**src/rtl/core/dual_reload_down_timer_defines.svh**
```systemverilog
// ----------------------------------------------------------------------------
// Dual reload down timer assertion macros
// Shared concurrent assertion helpers for the timer RTL.
// ----------------------------------------------------------------------------
`ifndef DUAL_RELOAD_DOWN_TIMER_DEFINES_SVH
`define DUAL_RELOAD_DOWN_TIMER_DEFINES_SVH

// Check a property on a given clock, off while the given reset is low
`define DRTIM_ASSERT_CLK(lbl, clk, rst_n, prop, msg) \
  lbl: assert property (@(posedge clk) disable iff (!rst_n) prop) else $error(msg);

// Check a property on the block clock and reset
`define DRTIM_ASSERT(lbl, prop, msg) `DRTIM_ASSERT_CLK(lbl, clk_i, rst_ni, prop, msg)

`endif

```
**src/rtl/core/drtim_pkg.sv**
```systemverilog
// ----------------------------------------------------------------------------
// Dual reload down timer package
// Request and response types, operation and register codes, field positions.
// ----------------------------------------------------------------------------
package drtim_pkg;

  // Width of the reload buffers and live counters
  localparam int unsigned CountWidth = 32;
  localparam int unsigned DataWidth  = 32;
  localparam int unsigned NumChan    = 2;

  // Operation codes
  localparam logic [1:0] OpTick  = 2'd0;
  localparam logic [1:0] OpWrite = 2'd1;
  localparam logic [1:0] OpRead  = 2'd2;
  localparam logic [1:0] OpNop   = 2'd3;

  // Register select codes
  localparam logic [2:0] RegCtrl   = 3'd0;
  localparam logic [2:0] RegPresc  = 3'd1;
  localparam logic [2:0] RegDiv    = 3'd2;
  localparam logic [2:0] RegIrq    = 3'd3;
  localparam logic [2:0] RegBuf0   = 3'd4;
  localparam logic [2:0] RegCnt0   = 3'd5;
  localparam logic [2:0] RegBuf4   = 3'd6;
  localparam logic [2:0] RegCnt4   = 3'd7;

  // Register widths
  localparam int unsigned PrescWidth = 16;
  localparam int unsigned DivWidth   = 20;
  localparam int unsigned IrqWidth   = 5;

  // Per-channel control and field positions (timer 0, timer 4)
  localparam int unsigned EnBit      [NumChan] = '{0, 20};
  localparam int unsigned ManBit     [NumChan] = '{1, 21};
  localparam int unsigned AutoBit    [NumChan] = '{3, 22};
  localparam int unsigned PrescShift [NumChan] = '{0, 8};
  localparam int unsigned DivShift   [NumChan] = '{0, 16};
  localparam int unsigned IrqPos     [NumChan] = '{0, 4};

  // Divider exponent saturates here
  localparam logic [3:0] DivMax = 4'd4;

  typedef struct packed {
    logic [1:0]           op;
    logic [2:0]           reg_sel;
    logic [DataWidth-1:0] write_data;
  } drtim_req_t;

  typedef struct packed {
    logic [DataWidth-1:0] read_data;
    logic                 irq_timer0;
    logic                 irq_timer4;
  } drtim_rsp_t;

endpackage

```
**src/rtl/core/dual_reload_down_timer.sv**
```systemverilog
// ----------------------------------------------------------------------------
// Dual reload down timer
// Two-channel prescaled down counter with autoreload and interrupt status.
// ----------------------------------------------------------------------------
// Usage:
//   The request channel (req_valid_i / req_ready_o / req_i) carries one
//   operation per request: a timer tick, a register write or a register read.
//   The response channel (rsp_valid_o / rsp_ready_i / rsp_o) returns exactly
//   one response per request: read data (zero unless a read) and both timer
//   interrupt lines as seen after the request took effect.
//   The response is registered, valid in the cycle after its request. A request is taken in
//   every cycle, limited only by the single response register: while a
//   response is held and the receiver stalls, req_ready_o drops, and it rises
//   again in the cycle the response is taken.
//   All register, prescaler, divider, counter and halt state is applied in
//   the cycle a request is accepted, so back-to-back requests see each
//   other's effects in order.
//   Reset clears every register and counter, masks both interrupts and
//   leaves the response register empty.
// ----------------------------------------------------------------------------
`include "dual_reload_down_timer_defines.svh"

module dual_reload_down_timer
  import drtim_pkg::*;
(
  input  logic       clk_i,
  input  logic       rst_ni,
  input  logic       req_valid_i,
  output logic       req_ready_o,
  input  drtim_req_t req_i,
  output logic       rsp_valid_o,
  input  logic       rsp_ready_i,
  output drtim_rsp_t rsp_o
);

  // Architectural state
  logic [DataWidth-1:0]  ctrl_q, ctrl_d;
  logic [PrescWidth-1:0] presc_q, presc_d;
  logic [DivWidth-1:0]   div_q, div_d;
  logic [IrqWidth-1:0]   irq_en_q, irq_en_d;
  logic [IrqWidth-1:0]   irq_sta_q, irq_sta_d;
  logic [CountWidth-1:0] buf_q   [NumChan];
  logic [CountWidth-1:0] buf_d   [NumChan];
  logic [CountWidth-1:0] count_q [NumChan];
  logic [CountWidth-1:0] count_d [NumChan];
  logic [7:0]            pcnt_q  [NumChan];
  logic [7:0]            pcnt_d  [NumChan];
  logic [3:0]            dcnt_q  [NumChan];
  logic [3:0]            dcnt_d  [NumChan];
  logic [NumChan-1:0]    halt_q, halt_d;

  // Response register
  logic       rsp_valid_q;
  drtim_rsp_t rsp_q, rsp_d;

  // Per-channel tick outcome
  logic [CountWidth-1:0] tk_count [NumChan];
  logic [7:0]            tk_pcnt  [NumChan];
  logic [3:0]            tk_dcnt  [NumChan];
  logic [NumChan-1:0]    tk_halt;
  logic [NumChan-1:0]    tk_zero;
  logic [IrqWidth-1:0]   tk_sta_set;

  logic req_accept;
  logic rsp_accept;

  // Take a request whenever the response slot is free or draining
  assign req_ready_o = !rsp_valid_q || rsp_ready_i;
  assign req_accept  = req_valid_i && req_ready_o;
  assign rsp_accept  = rsp_valid_q && rsp_ready_i;
  assign rsp_valid_o = rsp_valid_q;
  assign rsp_o       = rsp_q;

  // Advance prescaler, divider and counter of each channel on a tick
  for (genvar ch = 0; ch < NumChan; ch++) begin : g_chan
    logic       run;
    logic [7:0] limit;
    logic [3:0] div_raw;
    logic [2:0] div_sat;
    logic [4:0] dlimit;

    assign run     = ctrl_q[EnBit[ch]] && !halt_q[ch];
    assign limit   = presc_q[PrescShift[ch] +: 8];
    assign div_raw = div_q[DivShift[ch] +: 4];
    assign div_sat = (div_raw > DivMax) ? DivMax[2:0] : div_raw[2:0];
    assign dlimit  = (5'd1 << div_sat) - 5'd1;

    always_comb begin
      tk_count[ch] = count_q[ch];
      tk_pcnt[ch]  = pcnt_q[ch];
      tk_dcnt[ch]  = dcnt_q[ch];
      tk_halt[ch]  = halt_q[ch];
      tk_zero[ch]  = 1'b0;
      if (run) begin
        if (pcnt_q[ch] < limit) begin
          tk_pcnt[ch] = pcnt_q[ch] + 8'd1;
        end else begin
          tk_pcnt[ch] = 8'd0;
          if ({1'b0, dcnt_q[ch]} < dlimit) begin
            tk_dcnt[ch] = dcnt_q[ch] + 4'd1;
          end else begin
            tk_dcnt[ch] = 4'd0;
            // A counter already at zero signals at once
            if (count_q[ch] == '0) begin
              tk_zero[ch] = 1'b1;
            end else begin
              tk_count[ch] = count_q[ch] - CountWidth'(1);
              tk_zero[ch]  = (count_q[ch] == CountWidth'(1));
            end
            // Reload or halt on reaching zero
            if (tk_zero[ch]) begin
              if (ctrl_q[AutoBit[ch]]) begin
                tk_count[ch] = buf_q[ch];
              end else begin
                tk_halt[ch] = 1'b1;
              end
            end
          end
        end
      end
    end
  end

  // Collect status bits raised by the tick
  always_comb begin
    tk_sta_set = '0;
    for (int ch = 0; ch < NumChan; ch++) begin
      tk_sta_set[IrqPos[ch]] = tk_zero[ch];
    end
  end

  // Apply the accepted request and form its response
  always_comb begin
    ctrl_d    = ctrl_q;
    presc_d   = presc_q;
    div_d     = div_q;
    irq_en_d  = irq_en_q;
    irq_sta_d = irq_sta_q;
    buf_d     = buf_q;
    count_d   = count_q;
    pcnt_d    = pcnt_q;
    dcnt_d    = dcnt_q;
    halt_d    = halt_q;
    rsp_d     = rsp_q;
    if (req_accept) begin
      rsp_d.read_data = '0;
      case (req_i.op)
        OpTick: begin
          count_d   = tk_count;
          pcnt_d    = tk_pcnt;
          dcnt_d    = tk_dcnt;
          halt_d    = tk_halt;
          irq_sta_d = irq_sta_q | tk_sta_set;
        end
        OpWrite: begin
          case (req_i.reg_sel)
            RegCtrl: begin
              ctrl_d = req_i.write_data;
              // Manual reload copies the buffer and restarts the channel
              for (int ch = 0; ch < NumChan; ch++) begin
                if (req_i.write_data[ManBit[ch]]) begin
                  count_d[ch] = buf_q[ch];
                  halt_d[ch]  = 1'b0;
                end
              end
            end
            RegPresc: presc_d = req_i.write_data[PrescWidth-1:0];
            RegDiv:   div_d   = req_i.write_data[DivWidth-1:0];
            RegIrq: begin
              irq_en_d  = req_i.write_data[IrqWidth-1:0];
              irq_sta_d = irq_sta_q & ~req_i.write_data[2*IrqWidth-1:IrqWidth];
            end
            RegBuf0:  buf_d[0] = req_i.write_data[CountWidth-1:0];
            RegBuf4:  buf_d[1] = req_i.write_data[CountWidth-1:0];
            default: ;  // live counts are read only
          endcase
        end
        OpRead: begin
          case (req_i.reg_sel)
            RegCtrl:  rsp_d.read_data = ctrl_q;
            RegPresc: rsp_d.read_data = DataWidth'(presc_q);
            RegDiv:   rsp_d.read_data = DataWidth'(div_q);
            RegIrq:   rsp_d.read_data = DataWidth'({irq_sta_q, irq_en_q});
            RegBuf0:  rsp_d.read_data = DataWidth'(buf_q[0]);
            RegCnt0:  rsp_d.read_data = DataWidth'(count_q[0]);
            RegBuf4:  rsp_d.read_data = DataWidth'(buf_q[1]);
            RegCnt4:  rsp_d.read_data = DataWidth'(count_q[1]);
            default:  rsp_d.read_data = '0;
          endcase
        end
        default: ;  // no operation
      endcase
      rsp_d.irq_timer0 = irq_sta_d[IrqPos[0]] && irq_en_d[IrqPos[0]];
      rsp_d.irq_timer4 = irq_sta_d[IrqPos[1]] && irq_en_d[IrqPos[1]];
    end
  end

  // Hold architectural state
  always_ff @(posedge clk_i or negedge rst_ni) begin
    if (!rst_ni) begin
      ctrl_q    <= '0;
      presc_q   <= '0;
      div_q     <= '0;
      irq_en_q  <= '0;
      irq_sta_q <= '0;
      halt_q    <= '0;
      for (int ch = 0; ch < NumChan; ch++) begin
        buf_q[ch]   <= '0;
        count_q[ch] <= '0;
        pcnt_q[ch]  <= '0;
        dcnt_q[ch]  <= '0;
      end
    end else begin
      ctrl_q    <= ctrl_d;
      presc_q   <= presc_d;
      div_q     <= div_d;
      irq_en_q  <= irq_en_d;
      irq_sta_q <= irq_sta_d;
      halt_q    <= halt_d;
      buf_q     <= buf_d;
      count_q   <= count_d;
      pcnt_q    <= pcnt_d;
      dcnt_q    <= dcnt_d;
    end
  end

  // Track response valid
  always_ff @(posedge clk_i or negedge rst_ni) begin
    if (!rst_ni) begin
      rsp_valid_q <= 1'b0;
    end else if (req_accept) begin
      rsp_valid_q <= 1'b1;
    end else if (rsp_accept) begin
      rsp_valid_q <= 1'b0;
    end
  end

  // Load response payload
  always_ff @(posedge clk_i) begin
    rsp_q <= rsp_d;
  end

  // Assertions
  `DRTIM_ASSERT(a_stall_blocks_req,
                rsp_valid_q && !rsp_ready_i |-> !req_ready_o,
                "request taken while response stalled")
  `DRTIM_ASSERT(a_irq0_matches_state,
                req_accept |=> rsp_o.irq_timer0 ==
                  (irq_sta_q[IrqPos[0]] && irq_en_q[IrqPos[0]]),
                "timer 0 irq does not match status and enable")
  `DRTIM_ASSERT(a_nonread_zero,
                req_accept && req_i.op != OpRead |=> rsp_o.read_data == '0,
                "read data nonzero on a non-read request")
  `DRTIM_ASSERT(a_halted_holds,
                req_accept && req_i.op == OpTick && halt_q[0] |=>
                  $stable(count_q[0]) && $stable(pcnt_q[0]),
                "halted timer 0 moved on a tick")

endmodule

```
**config.mk**
```make
export PLATFORM = sky130hd
export DESIGN_NAME = dual_reload_down_timer
export DESIGN_NICKNAME = d
export VERILOG_FILES = /design/src/rtl/core/drtim_pkg.sv /design/src/rtl/core/dual_reload_down_timer.sv
export VERILOG_INCLUDE_DIRS = /design/src /design/src/rtl/core
export SDC_FILE = /design/constraint.sdc
export NUM_CORES = 1
export LEC_CHECK = 0
export ABC_AREA = 1
export BUFFER_PORTS_ARGS = -buffer_cell sky130_fd_sc_hd__buf_2
export CORE_AREA = 2 2 167 169
export DETAILED_ROUTE_END_ITERATION = 10
export DIE_AREA = 0 0 169 171
export PLACE_DENSITY = 0.8
export SETUP_SLACK_MARGIN = 0.1
export SYNTH_ARGS = -nofsm -noshare
export SYNTH_HDL_FRONTEND = slang
export SYNTH_SLANG_ARGS = --single-unit
```
**constraint.sdc**
```tcl
create_clock -name clk_i -period 3.96 [get_ports clk_i]
set_input_delay 1.188 -clock clk_i [delete_from_list [all_inputs] [get_ports clk_i]]
set_output_delay 1.188 -clock clk_i [all_outputs]
set_load 0.02 [all_outputs]
```
==> impl_metrics.ini <==
[run_status]
outcome = complete, no violations

[synth]
synth_seq_cells = 267
yosysTopAreaCell = dfrtp_1
synth_edf_count = 34
syn_avg_cell_area_um2 = 7.63
synth_cells = 1934
synth_cell_types = 47
ys_top_cells_by_count = 568 x nand2_1, 233 x dfrtp_1, 229 x o21ai_0, 189 x inv_1, 176 x nor2_1
syn_nets = 2005
yosys-top-cells-area = dfrtp_1 40%, nand2_1 14%, o21ai_0 7.8%
yosys.area.top_type_share = 0.395
ys.flop_type = dfrtp_1
yosysSeqAreaShare = 0.464
yosysMostFrequentCell = nand2_1
async_flop_share = 0.873
yosys_warnings = 0
netlist_area_mm2 = 0.0148

[global_route]
grt_pass1_vias = 13000
gr-total-overflow = 0
grt_max_degree = 86
grt_pass1_wl_um = 71100
antenna_found_initial = 1
grt.total_usage = 0.315

[floorplan]
die_w_um = 169
num_rows = 61
io_pins = 77
fp.dieH_um = 171
design.die.area_mm2 = 0.0289
start_util = 0.540
placeableCoreArea_mm2 = 0.0273

[pwr]
peakVddDrop_uv = 394
p_leak_nw = 7.84
p_total_mw = 9.50
powerDensity_mw_per_mm2 = 579

[worst_setup_path]
end_kind = flop
crit_cells = 14
cp-start-kind = flop
r2r_slack_ns = 0.85
critical_path.top_delay_family = simple AND/OR/NAND/NOR gates
r2r-start = div_q[19]
crit_slowest_cell = nand2_2
worstPathCellList = nor2_2 -> nand3_1 -> ha_1 -> xor2_1 -> ha_1 -> nand2_1 -> nand2_1 -> a21oi_1 -> a21oi_1 -> nand2_1 -> nand2_1 -> nand2_2 -> o21ai_0 -> nand2_1
reg2reg_depth = 14
cp.required_ns = 4.46
cp_num_buf_inv = 0
crit_type = reg2reg
arrival_ns = 3.61
crit_fanout = 34
max_stage_delay_ns = 0.51
critPathLaunch = div_q[19]
endpoint = count_q[17]
r2r_end = count_q[17]
crit_top_cell = nand2_1

[cts]
cts_tree = done
ctsResizeCount = 0
post_cts_buffers = 0
h-tree-depth = 1
cts_buffers = 29
cts_root_buf = clkbuf_16
clkTransAtPathRegs_ns = 0.07
clockBufferDepth = 3
clkSinkCount = 267
clk_latency_ns = 0.58
cts.hold.buffers_added = 0

[placed_design]
dpl_worst_slack_ns = 0.675
place_congestion = 1.02
place_inst = 2313
dp_hpwl_um = 32900
port_buffers = 76

[sta]
rsz0062_at_grt = no
period_share = 0.785
period_needed_ns = 3.11
finClkSkew_ns = 0.0253
fin_ws_ns = 0.850
tns_ns = 0
worstMarginPinSlew_ns = 1.15
fmax_mhz = 322
report.final.slew_viol_count = 0
final_hold_viol_count = 0
setup_viol = 0
slew_headroom = 0.234

[detailed_routing]
antenna_left = 0
wl_per_cell_um = 19.0
route.detailed.drc = 0
viasPerCell = 5.82
dr.pass1.iters = 5
drtIter0Drc = 1613
routed_wl_um = 45000
dr_total_vias = 13800

[layout]
layout-drive-gt1-share = 0.104
stdcell_count = 2365
diodes = 0
syn_to_final_growth_pct = 11.2
multi_input_area_mm2 = 0.00682
seqCellArea_mm2 = 0.00685
fill_cells = 2424
nNetsFinal = 2069

[hold_path]
min_from = presc_q[9]
hold_class = reg2reg

[flow_run]
cap_viol_max_count = 0
==> where the power goes <==
part	leakage, nW	switching (mW)	total (mW)	internal (mW)
clock	0.450	1.17	2.67	1.50
sequential	3.36	0.571	3.89	3.32
combinational	4.03	1.96	2.93	0.968
total	7.84	3.71	9.50	5.79
==> per-stage QoR <==
stage	hold WS [ns]	cell area (µm²)	utilization
global route	0.501	16400	0.601
CTS	0.487	16400	0.601
global placement	0.464	15500	0.567
detailed placement	0.473	15500	0.567
finish	0.485	16400	0.601
floorplan	0.448	14800	-
==> flip-flops by register name, indices dropped and copies added (netlist names) <==
name / cells
presc_q: 16
buf_q: 64
pcnt_q: 16
dcnt_q: 8
irq_en_q: 5
rsp_valid_o: 1
count_q: 64
halt_q: 2
rsp_o: 34
ctrl_q: 32
div_q: 20
irq_sta_q: 5
==> cells by family (layout without fill, tap and decap cells) <==
family | count (synthesis) | after routing | synth area share
compound gates | 406 | 406 | 0.153
xor+xnor | 36 | 36 | 0.0214
fa+ha+maj | 30 | 30 | 0.0254
buf+inv | 274 | 359 | 0.0737
flops | 267 | 267 | 0.464
simple gates | 921 | 921 | 0.262
==> layer usage <==
metal / GRT usage / up-vias / part of all wire
li1: - / 6497 / -
met1: 0.430 / 6518 / 0.42
met2: 0.501 / 646 / 0.46
met3: 0.0523 / 104 / 0.084
met4: 0.135 / 2 / 0.044
met5: 0 / - / 0.00031
==> cell usage in the layout (no fill, tap or decap), types with 2 or more instances in the layout <==
cell type and instances:
a211oi_1 2, a21boi_0 3, a21oi_1 53, a21oi_2 2, a221oi_1 34, a31oi_1 14
and3_1 3, buf_12 3, buf_2 75, buf_4 24, bufinv_16 2, clkbuf_1 8
clkbuf_16 29, clkinv_1 5, clkinv_2 9, dfrtp_1 233, edfxtp_1 34, ha_1 30
inv_1 188, inv_2 11, nand2_1 566, nand2_2 14, nand3_1 77, nand3_2 4
nand4_1 31, nor2_1 176, nor2_2 15, nor2_4 8, nor3_1 17, o211ai_1 2
o21ai_0 229, o21ai_1 32, o22ai_1 25, o31ai_1 4, or2_2 4, xnor2_1 6
xor2_1 30
==> final cells by class <==
type                       count  area share
timing repair buffer         103      0.0384
clock buffer                  38      0.0469
multi-input combinational   1393       0.416
tap                          346      0.0264
inverter                     204      0.0467
sequential                   267       0.417
clock inverter                14     0.00854
==> worst min-delay path by stage <==
stage,to,slack [ns],cells after the start
5_1_grt,presc_q[7],0.50,2
3_3_place_gp,ctrl_q[5],0.46,2
4_1_cts,buf_q[43],0.49,2
2_1_floorplan,ctrl_q[10],0.45,2
6_report,presc_q[9],0.48,2
3_5_place_dp,ctrl_q[13],0.47,2
==> worst min-delay path: stages (launching register included) <==
cell     delay [ns]
dfrtp_1        0.34
nand2_1        0.05
o21ai_0        0.06
No activity file was read; power rests on OpenSTA's default activity.
